## src/hw/rtl/srb_pkg.sv

```systemverilog
// Shared types and constants for the sequence reorder buffer.
package srb_pkg;

  localparam int SRB_TABLE_DEPTH = 32;
  localparam int SRB_MAX_RESULTS = 32;

  localparam logic [15:0] SUFFIX_BYTES = 16'd8;
  localparam logic [5:0]  LIMIT_RESET  = 6'd32;

  localparam logic [1:0] KIND_DELIVERED = 2'd0;
  localparam logic [1:0] KIND_MALFORMED = 2'd1;
  localparam logic [1:0] KIND_OVERFLOW  = 2'd2;

  typedef struct packed {
    logic [63:0] frame_sequence;
    logic [15:0] frame_length;
    logic [31:0] payload_tag;
  } frame_t;

  typedef struct packed {
    logic [1:0]  result_kind;
    logic [63:0] delivered_sequence;
    logic [31:0] delivered_tag;
    logic [15:0] delivered_length;
    logic        last_of_run;
  } result_t;

  typedef struct packed {
    logic [63:0] seq;
    logic [31:0] tag;
    logic [15:0] len;
  } entry_t;

endpackage

```

## src/hw/rtl/sequence_reorder_buffer_unit.sv

```systemverilog
// Top level of the sequence reorder buffer: sequencer, entry store and result register.
// A short frame gives its error in the cycle after the transfer and leaves the unit free. Others
// are searched across the whole table and then decided, where an overflow ends; else a drain
// delivers the stored frames in sequence order and a flush gives the last of the run, all
// through one 64-bit comparator behind the single store read port. Results come one per cycle
// at most and cannot be held off; synchronous reset clears expected sequence, count and valids.
module sequence_reorder_buffer_unit
  import srb_pkg::*;
#(
  parameter int TABLE_DEPTH = SRB_TABLE_DEPTH
) (
  input  logic       clk,
  input  logic       rst,
  input  logic       start,
  output logic       busy,
  input  frame_t     frame,
  output logic       result_valid,
  output result_t    result,
  input  logic       cfg_valid,
  output logic       cfg_ready,
  input  logic [5:0] cfg_data
);

  localparam int IW   = $clog2(TABLE_DEPTH);
  localparam int CW   = $clog2(TABLE_DEPTH + 1);
  localparam int CMPW = (CW > 6) ? CW : 6;
  localparam int NW   = $clog2(SRB_MAX_RESULTS + 1);

  typedef enum logic [2:0] {
    S_IDLE,
    S_SCAN,
    S_DECIDE,
    S_DRAIN,
    S_FLUSH
  } state_t;

  state_t           state;
  logic [5:0]       reorder_limit;
  logic [63:0]      expected;
  logic [CW-1:0]    count;
  logic [TABLE_DEPTH-1:0] valid;

  frame_t           cur;
  logic             is_new;
  logic             dup;
  logic             free_found;
  logic [IW-1:0]    free_idx;

  logic [IW-1:0]    scan_idx;
  logic [IW-1:0]    cmp_idx;
  logic             cmp_vld;
  logic [IW-1:0]    step_cnt;
  logic [NW-1:0]    n_out;

  logic             pend_vld;
  entry_t           pend;

  logic             rd_en;
  entry_t           rd_data;
  logic             wr_en;
  entry_t           wr_data;
  logic [63:0]      key;
  logic             match;
  logic             accept;
  logic             overflow;
  logic [IW-1:0]    scan_idx_next;

  assign busy      = (state != S_IDLE);
  // The limit only changes between frames, never under one in progress.
  assign cfg_ready = !busy;
  assign accept    = start && !busy;

  assign rd_en = (state == S_SCAN) || (state == S_DRAIN);

  // The one comparator serves the duplicate search and the drain.
  assign key   = (state == S_SCAN) ? cur.frame_sequence : expected;
  assign match = cmp_vld && valid[cmp_idx] && (rd_data.seq == key);

  assign overflow = (CMPW'(count) >= CMPW'(reorder_limit)) || !free_found;
  assign wr_en    = (state == S_DECIDE) && is_new && !dup && !overflow;
  assign wr_data  = '{seq: cur.frame_sequence, tag: cur.payload_tag,
                      len: cur.frame_length - SUFFIX_BYTES};

  assign scan_idx_next = (scan_idx == IW'(TABLE_DEPTH - 1)) ? '0 : scan_idx + 1'b1;

  srb_entry_ram #(
    .DEPTH(TABLE_DEPTH)
  ) u_ram (
    .clk    (clk),
    .wr_en  (wr_en),
    .wr_addr(free_idx),
    .wr_data(wr_data),
    .rd_en  (rd_en),
    .rd_addr(scan_idx),
    .rd_data(rd_data)
  );

  always_ff @(posedge clk) begin
    if (rst) begin
      reorder_limit <= LIMIT_RESET;
    end else if (cfg_valid && cfg_ready) begin
      reorder_limit <= cfg_data;
    end
  end

  always_ff @(posedge clk) begin
    if (rst) begin
      state        <= S_IDLE;
      expected     <= '0;
      count        <= '0;
      valid        <= '0;
      result_valid <= 1'b0;
      cmp_vld      <= 1'b0;
      pend_vld     <= 1'b0;
      dup          <= 1'b0;
      free_found   <= 1'b0;
      is_new       <= 1'b0;
      scan_idx     <= '0;
      step_cnt     <= '0;
      n_out        <= '0;
      free_idx     <= '0;
      cmp_idx      <= '0;
    end else begin
      result_valid <= 1'b0;
      case (state)
        S_IDLE: begin
          cmp_vld <= 1'b0;
          if (accept) begin
            if (frame.frame_length < SUFFIX_BYTES) begin
              result_valid <= 1'b1;
              result       <= '{result_kind: KIND_MALFORMED, delivered_sequence: '0,
                                delivered_tag: '0, delivered_length: '0,
                                last_of_run: 1'b1};
            end else begin
              cur        <= frame;
              is_new     <= (frame.frame_sequence >= expected);
              dup        <= 1'b0;
              free_found <= 1'b0;
              scan_idx   <= '0;
              step_cnt   <= '0;
              n_out      <= '0;
              pend_vld   <= 1'b0;
              state      <= S_SCAN;
            end
          end
        end

        S_SCAN: begin
          scan_idx <= scan_idx_next;
          cmp_idx  <= scan_idx;
          cmp_vld  <= 1'b1;
          if (cmp_vld) begin
            if (match) begin
              dup <= 1'b1;
            end
            if (!valid[cmp_idx] && !free_found) begin
              free_found <= 1'b1;
              free_idx   <= cmp_idx;
            end
            step_cnt <= step_cnt + 1'b1;
            if (step_cnt == IW'(TABLE_DEPTH - 1)) begin
              cmp_vld <= 1'b0;
              state   <= S_DECIDE;
            end
          end
        end

        S_DECIDE: begin
          scan_idx <= '0;
          step_cnt <= '0;
          cmp_vld  <= 1'b0;
          if (is_new && !dup && overflow) begin
            result_valid <= 1'b1;
            result       <= '{result_kind: KIND_OVERFLOW, delivered_sequence: '0,
                              delivered_tag: '0, delivered_length: '0,
                              last_of_run: 1'b1};
            state        <= S_IDLE;
          end else begin
            if (wr_en) begin
              valid[free_idx] <= 1'b1;
              count           <= count + 1'b1;
            end
            state <= S_DRAIN;
          end
        end

        S_DRAIN: begin
          scan_idx <= scan_idx_next;
          cmp_idx  <= scan_idx;
          cmp_vld  <= 1'b1;
          if (match) begin
            // A delivered frame is held back one hit so that the run's end can be marked.
            valid[cmp_idx] <= 1'b0;
            if (count != '0) begin
              count <= count - 1'b1;
            end
            expected <= expected + 64'd1;
            step_cnt <= '0;
            n_out    <= n_out + 1'b1;
            pend_vld <= 1'b1;
            pend     <= rd_data;
            if (pend_vld) begin
              result_valid <= 1'b1;
              result       <= '{result_kind: KIND_DELIVERED,
                                delivered_sequence: pend.seq, delivered_tag: pend.tag,
                                delivered_length: pend.len, last_of_run: 1'b0};
            end
            if (n_out == NW'(SRB_MAX_RESULTS - 1)) begin
              cmp_vld <= 1'b0;
              state   <= S_FLUSH;
            end
          end else if (cmp_vld) begin
            step_cnt <= step_cnt + 1'b1;
            if (step_cnt == IW'(TABLE_DEPTH - 1)) begin
              cmp_vld <= 1'b0;
              state   <= S_FLUSH;
            end
          end
        end

        S_FLUSH: begin
          cmp_vld <= 1'b0;
          if (pend_vld) begin
            result_valid <= 1'b1;
            result       <= '{result_kind: KIND_DELIVERED,
                              delivered_sequence: pend.seq, delivered_tag: pend.tag,
                              delivered_length: pend.len, last_of_run: 1'b1};
          end
          pend_vld <= 1'b0;
          state    <= S_IDLE;
        end

        default: begin
          state <= S_IDLE;
        end
      endcase
    end
  end

`ifndef SYNTH
  a_count_matches_valid: assert property (@(posedge clk) disable iff (rst)
    $countones(valid) == int'(count))
    else $error("entry count differs from the number of valid entries");

  a_write_to_free_slot: assert property (@(posedge clk) disable iff (rst)
    wr_en |-> !valid[free_idx])
    else $error("insert would overwrite a valid entry");

  a_result_from_work: assert property (@(posedge clk) disable iff (rst)
    result_valid |-> $past(busy || start))
    else $error("result given without an item in progress");

  a_error_is_last: assert property (@(posedge clk) disable iff (rst)
    (result_valid && result.result_kind != KIND_DELIVERED) |-> result.last_of_run)
    else $error("error result not marked as the last of its run");

  a_drain_advances: assert property (@(posedge clk) disable iff (rst)
    (state == S_DRAIN && match) |=> (expected == $past(expected) + 64'd1))
    else $error("expected sequence did not advance on delivery");
`endif

endmodule

```

## src/hw/rtl/srb_entry_ram.sv

```systemverilog
// Entry store: one write port and one registered read port.
module srb_entry_ram
  import srb_pkg::*;
#(
  parameter int DEPTH = SRB_TABLE_DEPTH
) (
  input  logic                     clk,
  input  logic                     wr_en,
  input  logic [$clog2(DEPTH)-1:0] wr_addr,
  input  entry_t                   wr_data,
  input  logic                     rd_en,
  input  logic [$clog2(DEPTH)-1:0] rd_addr,
  output entry_t                   rd_data
);

  entry_t mem [DEPTH];

  always_ff @(posedge clk) begin
    if (wr_en) begin
      mem[wr_addr] <= wr_data;
    end
  end

  always_ff @(posedge clk) begin
    if (rd_en) begin
      rd_data <= mem[rd_addr];
    end
  end

endmodule

```

## config.mk

```make
export PLATFORM = sky130hd
export DESIGN_NAME = sequence_reorder_buffer_unit
export DESIGN_NICKNAME = d
export VERILOG_FILES = /design/src/hw/rtl/srb_pkg.sv /design/src/hw/rtl/sequence_reorder_buffer_unit.sv /design/src/hw/rtl/srb_entry_ram.sv
export SDC_FILE = /design/constraint.sdc
export NUM_CORES = 2
export LEC_CHECK = 0
export ABC_CLOCK_PERIOD_IN_PS = 29300
export BUFFER_PORTS_ARGS = -buffer_cell sky130_fd_sc_hd__buf_2
export CAP_MARGIN = 30
export CORE_MARGIN = 1.5
export CORE_UTILIZATION = 25
export CTS_BUF_LIST = sky130_fd_sc_hd__clkbuf_2 sky130_fd_sc_hd__clkbuf_4 sky130_fd_sc_hd__clkbuf_8
export CTS_CLUSTER_DIAMETER = 150
export DETAILED_ROUTE_END_ITERATION = 6
export PLACE_DENSITY = 0.44
export SLEW_MARGIN = 20
export SYNTH_ARGS = -nofsm -noshare
export SYNTH_HDL_FRONTEND = slang
export SYNTH_SLANG_ARGS = --single-unit
export TNS_END_PERCENT = 100
```

## constraint.sdc

```tcl
create_clock -name clk -period 29.3 [get_ports clk]
set_input_delay 1.465 -clock clk [delete_from_list [all_inputs] [get_ports clk]]
set_output_delay 1.465 -clock clk [all_outputs]
set_load 0.005 [all_outputs]
```

# Word level (Yosys, flattened, before mapping)
# Memories as Yosys holds them, arrays and structs flattened. A register that Yosys moved wholly into a read port is not among the register bits.
# Cells that the tools add are included.
dict set report classes {
  addsub 7
  multipliers 0
  div 0
  magnitude_cmp 7
  n_eq_ne 25
  shift 0
  mux 66
  bitwise 5
  n_reduce_logical 47
}
# op n
set ops {}
lappend ops {{115-bit two-way mux} 6}
lappend ops {{115-bit case mux with 4 select lines} 1}
lappend ops {{32-bit two-way mux} 3}
lappend ops {{64-bit by 1-bit adder with 64-bit output (second input constant)} 1}
lappend ops {{64-bit == test} 1}
lappend ops {{64-bit >= comparator} 1}
lappend ops {{64-bit two-way mux} 1}
lappend ops {{32-bit case mux with 2 select lines} 1}
lappend ops {{6-bit two-way mux} 7}
lappend ops {{32-bit AND} 1}
lappend ops {{32-bit NOT} 1}
lappend ops {{32-bit bitwise OR} 1}
lappend ops {{5-bit two-way mux} 5}
lappend ops {{3-bit two-way mux} 8}
lappend ops {{6-bit case mux with 2 select lines} 2}
lappend ops {{1-bit two-way mux} 20}
lappend ops {{5-bit case mux with 4 select lines} 1}
lappend ops {{2-bit inequality test (second input constant)} 9}
lappend ops {{16-bit by 4-bit less-than comparator with 1-bit output (second input constant)} 1}
lappend ops {{4-bit AND reduction} 4}
lappend ops {{16-bit by 4-bit subtractor with 16-bit output (second input constant)} 1}
lappend ops {{5-bit case mux with 3 select lines} 1}
lappend ops {{3-bit AND reduction} 5}
lappend ops {{5-bit AND reduction} 3}
lappend ops {{other kinds (35)} 72}
dict set report totals {
  register_bits 482
  latch_bits 0
  ram_bits 3584
  rom_bits 0
  inputBits 122
  output_inout_bits 118
  memories 1
}
# name words word_bits read_ports rd_clocked_by_memory_dff wr line
set mem_list {}
lappend mem_list {u_ram.mem 32 112 1 1 1 srb_entry_ram.sv:16} ;# entry_t mem [DEPTH];

# Depth between registers and ports, before layout
dict set report logic_depth {
  word_depth 8
  depth_mapped 18
}

# Cells and area by module
# From an unflattened synthesis, not the netlist that was laid out.
dict set report hier_totals {
  hier_cells 8394
  area_unflattened_um2 161411.1
}
# mod n_inst cells_each area_per_inst_um2 seq_area_each_um2
set by_module_without_submodules {}
lappend by_module_without_submodules {srb_entry_ram 1 6524 139368.7 110986.4}
lappend by_module_without_submodules {sequence_reorder_buffer_unit 1 1870 22042.4 13042.5}

# Worst setup path before layout
# Ideal clock, no wire load.
dict set report synth_path {
  path_type {register to register}
  start {register cur[48] (netlist name)}
  end {register result[0] (netlist name) (enable)}
  t_arrival_ns 13.792
  setup_slack_ns 14.634
  stages_incl_launch_ff 10
  path_buffers 0
  period_less_slack_ns 14.666
  cell_sequence {edfxtp_1 -> xnor2_1 -> o2111ai_1 -> o221a_1 -> or4_1 -> or4_4 -> nor4_4 -> nor2b_1 -> nor2_1 -> nor4bb_1}
}
dict set report synth_via {
  elab_chain_len 5
}
# item line
set synth_lines {}
lappend synth_lines {{from (decl)} sequence_reorder_buffer_unit.sv:43} ;# frame_t cur;
lappend synth_lines {{from (signal assigned)} sequence_reorder_buffer_unit.sv:135} ;# cur <= frame;
lappend synth_lines {{64-bit two-way mux} sequence_reorder_buffer_unit.sv:76} ;# assign key = (state == S_SCAN) ? cur.frame_sequence : expected;
lappend synth_lines {{64-bit == test} sequence_reorder_buffer_unit.sv:77} ;# assign match = cmp_vld && valid[cmp_idx] && (rd_data.seq == key);
lappend synth_lines {{1-bit logical AND} sequence_reorder_buffer_unit.sv:77}
lappend synth_lines {{2-bit inequality test (no line)} n/a}
lappend synth_lines {{8-bit AND reduction (no line)} n/a}
lappend synth_lines {{to (signal assigned)} sequence_reorder_buffer_unit.sv:131} ;# result <= '{result_kind: KIND_MALFORMED, delivered_sequence: '0,
lappend synth_lines {{to (signal assigned)} sequence_reorder_buffer_unit.sv:174} ;# result <= '{result_kind: KIND_OVERFLOW, delivered_sequence: '0,
lappend synth_lines {{to (signal assigned)} sequence_reorder_buffer_unit.sv:204} ;# result <= '{result_kind: KIND_DELIVERED,
lappend synth_lines {{to (decl)} sequence_reorder_buffer_unit.sv:18} ;# output result_t result,
# Every way passes these cells.
# A chain may end at the register's enable or synchronous reset.

# Worst setup path in the final report
dict set report layout_path {
  start {register count[0]}
  end {memory u_ram.mem[23][7] (netlist name) (enable)}
}
dict set report layout_via {
  elab_chain_len 6
}
# item line
set layout_lines {}
lappend layout_lines {{from (decl)} sequence_reorder_buffer_unit.sv:40} ;# logic [CW-1:0] count;
lappend layout_lines {{from (signal assigned)} sequence_reorder_buffer_unit.sv:181} ;# count <= count + 1'b1;
lappend layout_lines {{from (signal assigned)} sequence_reorder_buffer_unit.sv:195} ;# count <= count - 1'b1;
lappend layout_lines {{6-bit >= comparator} sequence_reorder_buffer_unit.sv:79} ;# assign overflow = (CMPW'(count) >= CMPW'(reorder_limit)) || !free_found;
lappend layout_lines {{1-bit logical OR} sequence_reorder_buffer_unit.sv:79}
lappend layout_lines {{1-bit logical NOT} sequence_reorder_buffer_unit.sv:80} ;# assign wr_en = (state == S_DECIDE) && is_new && !dup && !overflow;
lappend layout_lines {{1-bit logical AND} sequence_reorder_buffer_unit.sv:80}
lappend layout_lines {{1-bit two-way mux} srb_entry_ram.sv:19} ;# if (wr_en) begin
lappend layout_lines {{1-bit two-way mux (implied by the code)} srb_entry_ram.sv:20} ;# mem[wr_addr] <= wr_data;
lappend layout_lines {{to (decl)} srb_entry_ram.sv:16}
# Every way passes these cells.

==> out/metrics.cfg <==
[floorplanning]
start_util = 0.2511
rows = 294
io_pins = 240
fp.dieH_um = 805.5
dieArea_um2 = 648800
core_um2 = 641200
die_w_um = 805.5

[timing]
period_share = 0.2205
fin_ws_ns = 22.84
relSlewSlack = 0.2795
fin_setup_tns_ns = 0
hold_slack_ns = 0.3669
maxSlewViolCount = 0
fin_worst_skew_ns = 0.09632
fmax_ghz = 0.1548
tightest_slew_ns = 1.081
min_period_ns = 6.462
final_hold_viol_count = 0
setup_viol = 0
rsz0062_at_grt = no

[clock_network]
cts_max_level = 6
postCtsSetupRepairBufs = 0
cts_hold_buf = 0
clock_path_buffers = 4
clock-sinks = 4178
cts_root_buf = clkbuf_8
cts_resized = 0
cts_tree = built
cts.clk_slew.worst_paths_ns = 0.06
clk_latency_ns = 1.28
cts_buffers = 722

[grt]
first_global_vias = 83610
grt_max_degree = 126
grt_overflow = 0
grt_pass1_wl_mm = 691.9
antenna_found_initial = 47
global_route.usage.total = 0.1513

[worst_setup_path]
setup.worst_path.class = flip-flop to flip-flop
reg2reg_depth = 13
required_ns = 30.19
reg2reg_from = count[0]
start_kind = flip-flop
worstSetupStartpoint = count[0]
rrSetupSlack_ns = 22.84
cp_max_fo = 35
worst_setup_path_end_kind = flip-flop
cp.arrival_ns = 7.35
reg2reg_to = u_ram.mem[23][7]
crit_path_end = u_ram.mem[23][7]

[status]
status = complete, no violations

[power]
switchingPower_mw = 3.404
power_frac_clock = 0.386
p_sw_frac = 0.2518
cellLeakagePower_nw = 57.08
max-vdd-ir-drop_uv = 45.94
comb_power_share = 0.103
power_frac_seq = 0.511
p_int_mw = 10.12
power_density_nw_per_um2 = 71.24

[route]
via_per_inst = 4.607
drc = 0
drt-wirelength-per-cell_um = 29.21
route.vias.total = 79720
first_pass_iters = 7
drtAntennaViolNets = 0
wl_mm = 505.4
initialDrtViolationCount = 8005

[yosys]
syn_area_um2 = 161000
yosysWarningCount = 0
syn_nets = 7386
synth-edff-count = 4035
synthCells = 7182
syn_avg_cell_area_um2 = 22.42
async_flop_share = 0
synth_seq_cells = 4178
ys_seq_area_frac = 0.7704
synth_cell_types = 81
ys.flop_type = edfxtp_1

[flow_run]
maxCapViolCount = 0

[placed_design]
dp_hpwl_mm = 291.1
port_buffers = 239
pre_cts_ws_ns = 22.73
place.gp.congestion = 0.8699

[layout]
fin_nets = 8330
layout-drive-gt1-share = 0.3499
area_growth_pct = 17.87
final_cell_mix = edfxtp_1 (4035), mux4_2 (1121), clkbuf_8 (735)
layout_commonest_cell = edfxtp_1

[worst_hold_path]
hp-class = input pin to flip-flop

power by group through the flow:
stage,Sequential [mW],Clock [mW],Combinational (mW)
floorplan,6.98,0,0.843
global placement,7.09,0,1.31
detailed placement,7.06,0,1.38
CTS,6.94,5.38,1.39
global route,6.91,5.63,1.49
finish,6.91,5.22,1.39
registers in the layout (all words and copies together), names as in the netlist, 3 cells and up:
signal and flops:
step_cnt 5, cur 112, n_out 6, cmp_idx 5, count 6, u_ram.rd_data 112, reorder_limit 6, result 115
state 3, expected 64, u_ram.mem 3584, pend 112, scan_idx 5, free_idx 5, valid 32
kinds of logic (layout without fill, tap and decap cells):
group | after synthesis | count (layout) | share of synthesized area
multiplexers | 1334 | 1334 | 0.1714
buffers and inverters | 472 | 1985 | 0.01134
flip-flops | 4178 | 4178 | 0.7704
other | 0 | 26 | 0
AO/OA/AOI/OAI | 296 | 296 | 0.01261
AND/OR/NAND/NOR | 761 | 761 | 0.02469
XOR/XNOR | 59 | 59 | 0.003210
adder cells (fa/ha/maj) | 82 | 82 | 0.006419
how the worst min path moves through the flow:
stage,startpoint,to,slack (ns),cells after the start
after floorplan,u_ram.rd_data[0],pend[0],0.40,0
after global placement,u_ram.rd_data[31],pend[31],0.41,0
after detailed placement,u_ram.rd_data[46],pend[46],0.41,0
after CTS,frame[33],cur[33],0.18,1
after global routing,frame[4],cur[4],0.22,1
final,frame[33],cur[33],0.37,1
synth_stat cells (44+ instances only):
library cell	count	area, um^2
clkbuf_1	228	855.8
dfxtp_1	143	2863
nor2_1	201	754.5
mux4_2	1121	25250
a21oi_1	93	465.5
edfxtp_1	4035	121200
ha_1	81	1013
nand3_1	46	230.2
buf_1	116	435.4
mux2i_1	44	440.4
nand2_1	125	469.2
nor2b_1	136	850.8
mux2_2	169	1903
nor3_1	52	260.3
nand4_1	45	281.5
inv_1	111	416.7
worst max-delay path, cell delays in order (launching register included):
cell and delay [ns]:
dfxtp_1 0.41, inv_1 0.16, ha_1 0.31, nand2b_1 0.16, a21o_1 0.20, a21oi_1 0.24
o21ai_0 0.18, buf_4 0.21, nor4_1 0.72, nand4_1 0.87, nor2_4 0.32, buf_4 0.65
buf_4 0.72, buf_4 0.78
stage by stage:
step / power [mW] / util / std cells / instance area [um^2]
floorplan: 7.821 / - / 7182 / 161000
global placement: 8.404 / 0.2712 / 15890 / 173900
detailed placement: 8.439 / 0.2730 / 15950 / 175100
CTS: 13.71 / 0.2948 / 17240 / 189000
global route: 14.03 / 0.2959 / 17300 / 189800
finish: 13.52 / 0.2960 / 17310 / 189800
area by class of cell:
type,instances,area [um^2]
tap,8584,10740
sequential,4178,124000
clock inverter,333,2150
clock buffer,960,11810
timing repair buffer,581,4981
antenna,26,65.06
multi-input combinational,2532,35560
fill,62240,451400
inverter,111,424.2
metal layers:
metal	part of all wire	track usage	wire, um
met1	0.43	0.2039	217800
met2	0.48	0.2511	244700
met3	0.056	0.02661	28420
met4	0.029	0.04293	14450
met5	0.00018	0	90
No activity file was read; power rests on OpenSTA's default activity.
